==> src/hdl/scdr_pkg.sv <==
`default_nettype none

package scdr_pkg;

   localparam int ADDR_BITS      = 32;
   localparam int CHUNK_BITS     = 16;
   localparam int COUNT_BITS     = CHUNK_BITS + 1;
   localparam int BYTE_BITS      = 8;
   localparam int CSR_INDEX_BITS = 2;
   localparam int CSR_DATA_BITS  = 32;

   localparam logic [CHUNK_BITS-1:0] CHUNK_SIZE_RESET    = CHUNK_BITS'(8);
   localparam logic [ADDR_BITS-1:0]  REGION_LENGTH_RESET = ADDR_BITS'(4096);
   localparam logic                  REPORT_UNCHANGED_RESET = 1'b0;

   // Configuration register indexes.
   typedef enum logic [CSR_INDEX_BITS-1:0] {
      CSR_CHUNK_SIZE       = 2'd0,
      CSR_REGION_LENGTH    = 2'd1,
      CSR_REPORT_UNCHANGED = 2'd2
   } csr_index_type;

   typedef struct packed {
      logic [CHUNK_BITS-1:0] chunk_size;
      logic [ADDR_BITS-1:0]  region_length;
      logic                  report_unchanged;
   } cfg_type;

   typedef struct packed {
      logic [ADDR_BITS-1:0]  byte_position;
      logic [COUNT_BITS-1:0] bytes_in_chunk;
      logic [ADDR_BITS-1:0]  chunk_begin;
      logic                  chunk_mismatch;
      logic                  chunk_is_final;
      logic                  run_open;
      logic [ADDR_BITS-1:0]  open_run_start;
      logic [ADDR_BITS-1:0]  open_run_length;
   } state_type;

   typedef struct packed {
      logic [ADDR_BITS-1:0] run_start;
      logic [ADDR_BITS-1:0] run_length;
      logic                 run_present;
      logic                 end_of_scan;
   } rsp_type;

endpackage

`default_nettype wire

==> src/hdl/scdr_ifs.sv <==
`default_nettype none

interface scdr_req_if;
   logic                          valid;
   logic                          ready;
   logic [scdr_pkg::BYTE_BITS-1:0] old_byte;
   logic [scdr_pkg::BYTE_BITS-1:0] new_byte;

   modport source (output valid, output old_byte, output new_byte, input ready);
   modport sink   (input valid, input old_byte, input new_byte, output ready);
endinterface

interface scdr_rsp_if;
   logic                          valid;
   logic                          ready;
   logic [scdr_pkg::ADDR_BITS-1:0] run_start;
   logic [scdr_pkg::ADDR_BITS-1:0] run_length;
   logic                          run_present;
   logic                          end_of_scan;

   modport source (output valid, output run_start, output run_length,
                   output run_present, output end_of_scan, input ready);
   modport sink   (input valid, input run_start, input run_length,
                   input run_present, input end_of_scan, output ready);
endinterface

interface scdr_csr_if;
   logic                               valid;
   logic                               ready;
   logic [scdr_pkg::CSR_INDEX_BITS-1:0] index;
   logic [scdr_pkg::CSR_DATA_BITS-1:0]  data;

   modport source (output valid, output index, output data, input ready);
   modport sink   (input valid, input index, input data, output ready);
endinterface

`default_nettype wire

==> src/hdl/scdr_step.sv <==
`default_nettype none

// Next-state and result logic for one byte pair.
module scdr_step (
   input  scdr_pkg::cfg_type                  cfg_i,
   input  scdr_pkg::state_type                state_i,
   input  logic [scdr_pkg::BYTE_BITS-1:0]     old_byte_i,
   input  logic [scdr_pkg::BYTE_BITS-1:0]     new_byte_i,
   output scdr_pkg::state_type                state_o,
   output scdr_pkg::rsp_type                  rsp_o,
   output logic                               emit_o
);
   import scdr_pkg::*;

   localparam logic [COUNT_BITS-1:0] COUNT_MAX = {COUNT_BITS{1'b1}};

   logic                  first_byte;
   logic [ADDR_BITS-1:0]  begin_eff;
   logic                  final_eff;
   logic [ADDR_BITS-1:0]  remain;
   logic [ADDR_BITS:0]    two_csz;
   logic [ADDR_BITS:0]    pos_inc;
   logic                  mm;
   logic [COUNT_BITS-1:0] cnt;
   logic                  last;
   logic                  short_region;
   logic                  close_chunk;
   logic [ADDR_BITS-1:0]  csize;
   logic                  hit;
   logic                  emit_close;
   logic                  run_open_n;
   logic [ADDR_BITS-1:0]  run_start_n;
   logic [ADDR_BITS-1:0]  run_length_n;

   always_comb begin
      first_byte = (state_i.bytes_in_chunk == '0);
      remain     = cfg_i.region_length - state_i.byte_position;
      two_csz    = {{(ADDR_BITS-CHUNK_BITS){1'b0}}, cfg_i.chunk_size, 1'b0};
      begin_eff  = first_byte ? state_i.byte_position : state_i.chunk_begin;
      if (first_byte) begin
         final_eff = (state_i.byte_position >= cfg_i.region_length) ||
                     ({1'b0, remain} < two_csz);
      end else begin
         final_eff = state_i.chunk_is_final;
      end
      mm  = (state_i.chunk_mismatch && !first_byte) || (old_byte_i != new_byte_i);
      cnt = (state_i.bytes_in_chunk == COUNT_MAX) ? COUNT_MAX
                                                  : state_i.bytes_in_chunk + 1'b1;

      pos_inc      = {1'b0, state_i.byte_position} + 1'b1;
      last         = (pos_inc >= {1'b0, cfg_i.region_length});
      short_region = (cfg_i.chunk_size == '0) ||
                     (cfg_i.region_length <
                      {{(ADDR_BITS-CHUNK_BITS){1'b0}}, cfg_i.chunk_size});
      close_chunk  = !short_region &&
                     (last || (!final_eff && (cnt >= {1'b0, cfg_i.chunk_size})));
      csize        = pos_inc[ADDR_BITS-1:0] - begin_eff;
      hit          = cfg_i.report_unchanged ? !mm : mm;

      run_open_n   = state_i.run_open;
      run_start_n  = state_i.open_run_start;
      run_length_n = state_i.open_run_length;
      emit_close   = close_chunk && !hit && state_i.run_open;
      if (close_chunk && hit) begin
         if (state_i.run_open) begin
            run_length_n = state_i.open_run_length + csize;
         end else begin
            run_open_n   = 1'b1;
            run_start_n  = begin_eff;
            run_length_n = csize;
         end
      end
      if (emit_close) begin
         run_open_n = 1'b0;
      end

      // A result that carries no run shows zero start and length.
      rsp_o = '0;
      if (emit_close) begin
         rsp_o.run_present = 1'b1;
         rsp_o.run_start   = state_i.open_run_start;
         rsp_o.run_length  = state_i.open_run_length;
         rsp_o.end_of_scan = last;
      end else if (last) begin
         rsp_o.run_present = run_open_n;
         rsp_o.run_start   = run_open_n ? run_start_n : '0;
         rsp_o.run_length  = run_open_n ? run_length_n : '0;
         rsp_o.end_of_scan = 1'b1;
      end
      emit_o = emit_close || last;

      if (last) begin
         state_o = '0;
      end else begin
         state_o.byte_position   = pos_inc[ADDR_BITS-1:0];
         state_o.bytes_in_chunk  = close_chunk ? '0 : cnt;
         state_o.chunk_begin     = begin_eff;
         state_o.chunk_mismatch  = close_chunk ? 1'b0 : mm;
         state_o.chunk_is_final  = final_eff;
         state_o.run_open        = run_open_n;
         state_o.open_run_start  = run_start_n;
         state_o.open_run_length = run_length_n;
      end
   end

endmodule

`default_nettype wire

==> src/hdl/snapshot_chunk_diff_runs.sv <==
// A byte pair is captured in the input register, and its result, if any, is then registered in
// the result register, from which it transfers on the output.
// Throughput: one byte pair per cycle. While a result waits on the output, one more byte pair
// is taken into the input register, and then the input stalls until the result transfers.
// Reset (synchronous, active high) restores the register defaults (chunk size 8, region length
// 4096, changed-run mode), clears the scan state and any open run, and empties both registers.
`default_nettype none

module snapshot_chunk_diff_runs (
   input  logic       clock,
   input  logic       reset,
   scdr_req_if.sink   req_ch,
   scdr_rsp_if.source rsp_ch,
   scdr_csr_if.sink   csr_ch
);
   import scdr_pkg::*;

   // Configuration registers. Writes are always taken; the user only writes them
   // while the block is idle.
   cfg_type cfg_ff;

   // Scan state: position in the region, the chunk under comparison, and the run
   // that is still being extended.
   state_type state_ff;
   state_type state_in;

   // Input register. It holds one byte pair until the result register can take
   // whatever that byte produces.
   logic                 s1_valid_ff;
   logic                 s1_valid_in;
   logic [BYTE_BITS-1:0] s1_old_ff;
   logic [BYTE_BITS-1:0] s1_new_ff;

   // Result register.
   logic    rsp_valid_ff;
   logic    rsp_valid_in;
   rsp_type rsp_ff;

   rsp_type step_rsp;
   logic    step_emit;
   logic    out_free;
   logic    s1_go;
   logic    req_transfer;

   // The stage advances whenever the result register is empty or is being
   // drained in this cycle, whether or not the byte produces a result.
   assign out_free     = !rsp_valid_ff || rsp_ch.ready;
   assign s1_go        = s1_valid_ff && out_free;
   assign req_ch.ready = !s1_valid_ff || s1_go;
   assign req_transfer = req_ch.valid && req_ch.ready;
   assign csr_ch.ready = 1'b1;

   scdr_step u_step (
      .cfg_i      (cfg_ff),
      .state_i    (state_ff),
      .old_byte_i (s1_old_ff),
      .new_byte_i (s1_new_ff),
      .state_o    (state_in),
      .rsp_o      (step_rsp),
      .emit_o     (step_emit)
   );

   always_comb begin
      if (req_transfer) begin
         s1_valid_in = 1'b1;
      end else if (s1_go) begin
         s1_valid_in = 1'b0;
      end else begin
         s1_valid_in = s1_valid_ff;
      end

      if (s1_go) begin
         rsp_valid_in = step_emit;
      end else if (rsp_ch.ready) begin
         rsp_valid_in = 1'b0;
      end else begin
         rsp_valid_in = rsp_valid_ff;
      end
   end

   always_ff @(posedge clock) begin
      if (reset) begin
         cfg_ff.chunk_size       <= CHUNK_SIZE_RESET;
         cfg_ff.region_length    <= REGION_LENGTH_RESET;
         cfg_ff.report_unchanged <= REPORT_UNCHANGED_RESET;
      end else if (csr_ch.valid) begin
         case (csr_ch.index)
            CSR_CHUNK_SIZE: begin
               cfg_ff.chunk_size <= csr_ch.data[CHUNK_BITS-1:0];
            end
            CSR_REGION_LENGTH: begin
               cfg_ff.region_length <= csr_ch.data[ADDR_BITS-1:0];
            end
            CSR_REPORT_UNCHANGED: begin
               cfg_ff.report_unchanged <= csr_ch.data[0];
            end
            default: begin
               cfg_ff <= cfg_ff;
            end
         endcase
      end
   end

   always_ff @(posedge clock) begin
      if (reset) begin
         state_ff     <= '0;
         s1_valid_ff  <= 1'b0;
         rsp_valid_ff <= 1'b0;
      end else begin
         s1_valid_ff  <= s1_valid_in;
         rsp_valid_ff <= rsp_valid_in;
         if (s1_go) begin
            state_ff <= state_in;
         end
      end
   end

   // Payload registers carry no reset.
   always_ff @(posedge clock) begin
      if (req_transfer) begin
         s1_old_ff <= req_ch.old_byte;
         s1_new_ff <= req_ch.new_byte;
      end
      if (s1_go && step_emit) begin
         rsp_ff <= step_rsp;
      end
   end

   assign rsp_ch.valid       = rsp_valid_ff;
   assign rsp_ch.run_start   = rsp_ff.run_start;
   assign rsp_ch.run_length  = rsp_ff.run_length;
   assign rsp_ch.run_present = rsp_ff.run_present;
   assign rsp_ch.end_of_scan = rsp_ff.end_of_scan;

   // A result without a run never shows stale start or length values.
   a_no_run_zero : assert property (@(posedge clock) disable iff (reset)
      (rsp_valid_ff && !rsp_ff.run_present) |->
         (rsp_ff.run_start == '0 && rsp_ff.run_length == '0))
      else $error("result without a run carries nonzero start or length");

   // The region's final byte restarts the scan from offset zero with no open run.
   a_scan_restart : assert property (@(posedge clock) disable iff (reset)
      (s1_go && step_emit && step_rsp.end_of_scan) |=>
         (state_ff.byte_position == '0 && state_ff.bytes_in_chunk == '0 &&
          !state_ff.run_open))
      else $error("scan state not cleared after end of scan");

   // A byte held in the input register is not dropped while the output is blocked.
   a_stage_holds : assert property (@(posedge clock) disable iff (reset)
      (s1_valid_ff && !out_free) |=> s1_valid_ff)
      else $error("input register lost a byte while the output was stalled");

endmodule

`default_nettype wire
==> src/flat_wrapper.sv <==
// flat-port wrapper written by rule: the top's interface ports become plain ports
module snapshot_chunk_diff_runs_flat import scdr_pkg::*;
  (clock, reset, req_ch_valid, req_ch_old_byte, req_ch_new_byte, req_ch_ready, rsp_ch_valid, rsp_ch_run_start, rsp_ch_run_length, rsp_ch_run_present, rsp_ch_end_of_scan, rsp_ch_ready, csr_ch_valid, csr_ch_index, csr_ch_data, csr_ch_ready);
  scdr_req_if req_ch_i ();
  scdr_rsp_if rsp_ch_i ();
  scdr_csr_if csr_ch_i ();
  input  logic clock;
  input  logic reset;
  input wire logic [$bits(req_ch_i.valid)-1:0] req_ch_valid;
  input wire logic [$bits(req_ch_i.old_byte)-1:0] req_ch_old_byte;
  input wire logic [$bits(req_ch_i.new_byte)-1:0] req_ch_new_byte;
  output wire logic [$bits(req_ch_i.ready)-1:0] req_ch_ready;
  output wire logic [$bits(rsp_ch_i.valid)-1:0] rsp_ch_valid;
  output wire logic [$bits(rsp_ch_i.run_start)-1:0] rsp_ch_run_start;
  output wire logic [$bits(rsp_ch_i.run_length)-1:0] rsp_ch_run_length;
  output wire logic [$bits(rsp_ch_i.run_present)-1:0] rsp_ch_run_present;
  output wire logic [$bits(rsp_ch_i.end_of_scan)-1:0] rsp_ch_end_of_scan;
  input wire logic [$bits(rsp_ch_i.ready)-1:0] rsp_ch_ready;
  input wire logic [$bits(csr_ch_i.valid)-1:0] csr_ch_valid;
  input wire logic [$bits(csr_ch_i.index)-1:0] csr_ch_index;
  input wire logic [$bits(csr_ch_i.data)-1:0] csr_ch_data;
  output wire logic [$bits(csr_ch_i.ready)-1:0] csr_ch_ready;
  assign req_ch_i.valid = req_ch_valid;
  assign req_ch_i.old_byte = req_ch_old_byte;
  assign req_ch_i.new_byte = req_ch_new_byte;
  assign req_ch_ready = req_ch_i.ready;
  assign rsp_ch_valid = rsp_ch_i.valid;
  assign rsp_ch_run_start = rsp_ch_i.run_start;
  assign rsp_ch_run_length = rsp_ch_i.run_length;
  assign rsp_ch_run_present = rsp_ch_i.run_present;
  assign rsp_ch_end_of_scan = rsp_ch_i.end_of_scan;
  assign rsp_ch_i.ready = rsp_ch_ready;
  assign csr_ch_i.valid = csr_ch_valid;
  assign csr_ch_i.index = csr_ch_index;
  assign csr_ch_i.data = csr_ch_data;
  assign csr_ch_ready = csr_ch_i.ready;
  snapshot_chunk_diff_runs u_core (.clock(clock), .reset(reset), .req_ch(req_ch_i), .rsp_ch(rsp_ch_i), .csr_ch(csr_ch_i));
endmodule
==> config.mk <==
export PLATFORM = sky130hd
export DESIGN_NAME = snapshot_chunk_diff_runs_flat
export DESIGN_NICKNAME = d
export VERILOG_FILES = /design/src/hdl/scdr_pkg.sv /design/src/hdl/scdr_ifs.sv /design/src/hdl/scdr_step.sv /design/src/hdl/snapshot_chunk_diff_runs.sv /design/src/flat_wrapper.sv
export SDC_FILE = /design/constraint.sdc
export NUM_CORES = 1
export LEC_CHECK = 0
export ABC_AREA = 1
export BUFFER_PORTS_ARGS = -buffer_cell sky130_fd_sc_hd__clkbuf_2
export CORE_MARGIN = 5
export CORE_UTILIZATION = 40
export CTS_BUF_LIST = sky130_fd_sc_hd__clkbuf_4
export DETAILED_ROUTE_END_ITERATION = 16
export GPL_TIMING_DRIVEN = 1
export PLACE_DENSITY_LB_ADDON = 0.3
export SETUP_SLACK_MARGIN = 0.15
export SLEW_MARGIN = 25
export SYNTH_ARGS = -nofsm -noshare
export SYNTH_HDL_FRONTEND = slang
export SYNTH_SLANG_ARGS = --single-unit
export TNS_END_PERCENT = 100
==> constraint.sdc <==
create_clock -name clock -period 16.3 [get_ports clock]
set_input_delay 0 -clock clock [delete_from_list [all_inputs] [get_ports clock]]
set_output_delay 0 -clock clock [all_outputs]
set_load 0.03 [all_outputs]
==> run metrics <==
Placeable Area=54,900 µm²; Cell Rows=86; crit path kind=reg -> reg; CTS Buf Count=86; cell mode on critical path=nand2_1; Achievable Freq=0.145 GHz; Die H=245 µm; Worst Path Max Fanout=56; EDFF count, synth=82; Primary FF master, synth=dfxtp_1; top-count cell post-synth=nand2_1; drt total wl=roughly 72,000 µm; area grow syn2layout=14.9%; Congestion Overflow GR=0; antenna violations before repair=2; part of the cycle the worst path needs=0.422; H-tree depth=3; filler cell count=~5.7k; CTS clk-pin slew, worst paths=~0.060 ns; Layout Nets=3,780; setup violators final=0; Cells after Synth=3,326; switching power total=0.749 mW; vias per cell=roughly 5.2; Critical Path Max Stage Delay=about 0.48 ns; Hold Violations, Final=0; FF-to-FF Start=u_core.state_ff[99]$_SDFFE_PP0P_; Slew HR=0.355; final setup TNS=0 ns; first-pass GRT wire length=113,000 µm; CTS tree=built; Die W=245 µm; critical hold path startpoint=csr_ch_data[26]; skew final=0.0853 ns; Area contributors post-synth=dfxtp_1 (18%), nand2_1 (17%), edfxtp_1 (11%), ha_1 (10%), inv_1 (7.9%); DRT Pass-1 Iters=5; Final Core Density=0.462; Peak VDD IR=0.0000602 V; largest net degree at the start of global routing=99; Initial DRC Count=1,720; Slew @ Worst Pin=0.967 ns; max cap viols=0; Min-Delay Path Class=in -> reg; Critical Path Sink Type=register; Crit path arrival time=7.42 ns; initial core utilization=0.402; FF-to-FF setup slack=9.42 ns; gr usage total=0.234; Slowest-stage cell, CP=buf_4; ANT nets after route=0; layout cells sized above 1=0.0994; commonest cells in the netlist=nand2_1 (983), inv_1 (464), a21oi_1 (347); root buf cell=clkbuf_4; Worst Path Required=16.85 ns; Net Count, Synth=roughly 3.6k; leak pwr=11.9 nW; Int Power=1.27 mW; wire length per cell=roughly 17 µm; Die Area=59,900 µm²; RSZ-0062 raised after global routing=no; Net Sw Frac=0.371; port bufs=122; post-synthesis cell type count=59; PwrDens=79.8 nW/µm²; Ys Warns=0; Mapped Area=22,100 µm²; io pins=124; status=finished, final reports clean; combinational share of power=0.283; FFs w/ async S/R, synth=0; detailed placer's ending HPWL=~53,000 µm; Worst-Skew Late Latency=0.88 ns; fin. max-slew vios=0; GPL Wtd Cong=0.966; via count=22.5k; R2R cell count=33; fin crit period=6.88 ns; DRC=0; Synth area leader=dfxtp_1; cts repair resizes=0; Synth Register Bits=281; share of the yosys chip area belonging to registers=0.292; Reg power frac=0.366; total clock sinks=281; Synth top area share=0.181; vias in the first global route=20.9k; clock power share=0.351; Min-Delay Path Depth=4; Syn Area/Cell=6.63 µm²; R2R Path End=u_core.rsp_ch.run_length[19]$_DFFE_PP_; CP Launch Type=register; Hold Path End=u_core.cfg_ff[27]$_SDFFE_PP0P_; CTS Buffer Depth=3
[sequential cells by signal, indices dropped and copies added, names as in the netlist]
register,cells
u_core.s1_valid_ff,1
u_core.cfg_ff,49
u_core.rsp_ch.run_length,32
u_core.s1_new_ff,8
u_core.rsp_ch.run_present,1
u_core.s1_old_ff,8
u_core.state_ff,148
u_core.rsp_ch.run_start,32
u_core.rsp_ch.valid,1
u_core.rsp_ch.end_of_scan,1
[layout make-up]
cell class	count	area, µm²	area share
antenna	5	12.5	0.000494
clock buffer	125	938	0.0370
clock inverter	34	160	0.00632
inverter	472	1770	0.0699
multi-input combinational	2449	13300	0.524
sequential	281	6450	0.254
tap	704	881	0.0348
timing repair buffer	249	1860	0.0733
[per-layer routing]
metal / part of all wire / track usage / vias to the layer above
met2: 0.48 / 0.396 / 611
met4: 0.039 / 0.0909 / 0
met1: 0.43 / 0.299 / 10300
met5: 0 / 0 / -
met3: 0.052 / 0.0402 / 157
li1: - / - / 11400
[power groups by stage]
stage	clock (mW)	sequential (mW)	combinational (mW)
detailed placement	0	0.756	0.538
global placement	0	0.755	0.535
floorplan	0	0.753	0.396
global route	0.772	0.742	0.640
CTS	0.733	0.740	0.562
finish	0.709	0.741	0.572
[critical path, delay by kind of cell, from the launching register on]
kind	cells	cell delay (ns)
AO/OA/AOI/OAI	8	2.25
AND/OR/NAND/NOR	15	1.93
adder cells (fa/ha/maj)	3	0.86
buffers and inverters	5	0.84
XOR/XNOR	2	0.39
flip-flops	1	0.33
[cell families after synthesis]
kind of cell / synth area share
simple gates: 0.291
fa+ha+maj: 0.107
buf+inv: 0.108
xor+xnor: 0.0361
other cells: 0.000170
flops: 0.292
compound gates: 0.166
[layout by cell type, fill, tap and decap left out, types with 4 or more instances in the layout]
| cell type | netlist | layout |
|---|---|---|
| nand2_1 | 983 | 982 |
| inv_1 | 464 | 463 |
| a21oi_1 | 347 | 347 |
| dfxtp_1 | 199 | 198 |
| ha_1 | 183 | 183 |
| o21ai_0 | 179 | 179 |
| nor2_1 | 174 | 174 |
| nand3_1 | 169 | 169 |
| clkbuf_4 | 0 | 125 |
| clkbuf_2 | 1 | 121 |
| dlygate4sd3_1 | 0 | 113 |
| nand4_1 | 103 | 103 |
| edfxtp_1 | 82 | 82 |
| xor2_1 | 69 | 68 |
| o21ai_2 | 50 | 50 |
| nor3_1 | 33 | 33 |
| clkinv_1 | 3 | 23 |
| xnor2_1 | 22 | 22 |
| nor4_1 | 14 | 14 |
| buf_4 | 1 | 13 |
| a21o_1 | 12 | 12 |
| a31oi_1 | 12 | 12 |
| o21ai_1 | 11 | 11 |
| inv_2 | 5 | 8 |
| o21bai_1 | 7 | 7 |
| nand3b_1 | 7 | 7 |
| o211ai_1 | 7 | 7 |
| clkinv_2 | 0 | 7 |
| or2_2 | 6 | 6 |
| a21boi_0 | 6 | 6 |
| diode_2 | 0 | 5 |
| and2_1 | 4 | 4 |
| o21a_1 | 4 | 4 |
| a211oi_1 | 4 | 4 |
| a221oi_1 | 4 | 4 |
[how the worst max path moves through the flow]
stage / startpoint / to / slack, ns / cells after the start
finish: u_core.state_ff[99]$_SDFFE_PP0P_ / u_core.rsp_ch.run_length[19]$_DFFE_PP_ / 9.42 / 33
global route: u_core.state_ff[99]$_SDFFE_PP0P_ / u_core.rsp_ch.run_length[19]$_DFFE_PP_ / 8.65 / 33
CTS: u_core.state_ff[116]$_SDFFE_PP0P_ / u_core.rsp_ch.run_length[5]$_DFFE_PP_ / 9.41 / 24
detailed placement: u_core.state_ff[99]$_SDFFE_PP0P_ / u_core.rsp_ch.run_length[19]$_DFFE_PP_ / 9.48 / 33
global placement: u_core.state_ff[99]$_SDFFE_PP0P_ / u_core.rsp_ch.run_length[19]$_DFFE_PP_ / 9.59 / 33
floorplan: u_core.state_ff[117]$_SDFFE_PP0P_ / u_core.rsp_ch.end_of_scan$_DFFE_PP_ / 10.98 / 23
[timing repair]
action | in CTS | in global routing
endpoints found under the setup margin | 0 | 0
buffers inserted | 0 | 0
hold endpoints to repair | 135 | 0
hold buffers | 113 | 0
[per-stage QoR]
stage / area, µm² / worst slack [ns] / power (mW) / instances / hold WS, ns
2_1_floorplan: 22100 / 10.98 / 1.15 / 3326 / 0.0989
3_3_place_gp: 23100 / 9.59 / 1.29 / 4042 / 0.177
3_5_place_dp: 23100 / 9.48 / 1.29 / 4042 / 0.179
4_1_cts: 25300 / 9.41 / 2.04 / 4314 / 0.00499
5_1_grt: 25300 / 8.65 / 2.15 / 4318 / 0.0650
6_report: 25300 / 9.42 / 2.02 / 4319 / 0.0656
No activity file was read; power rests on OpenSTA's default activity.
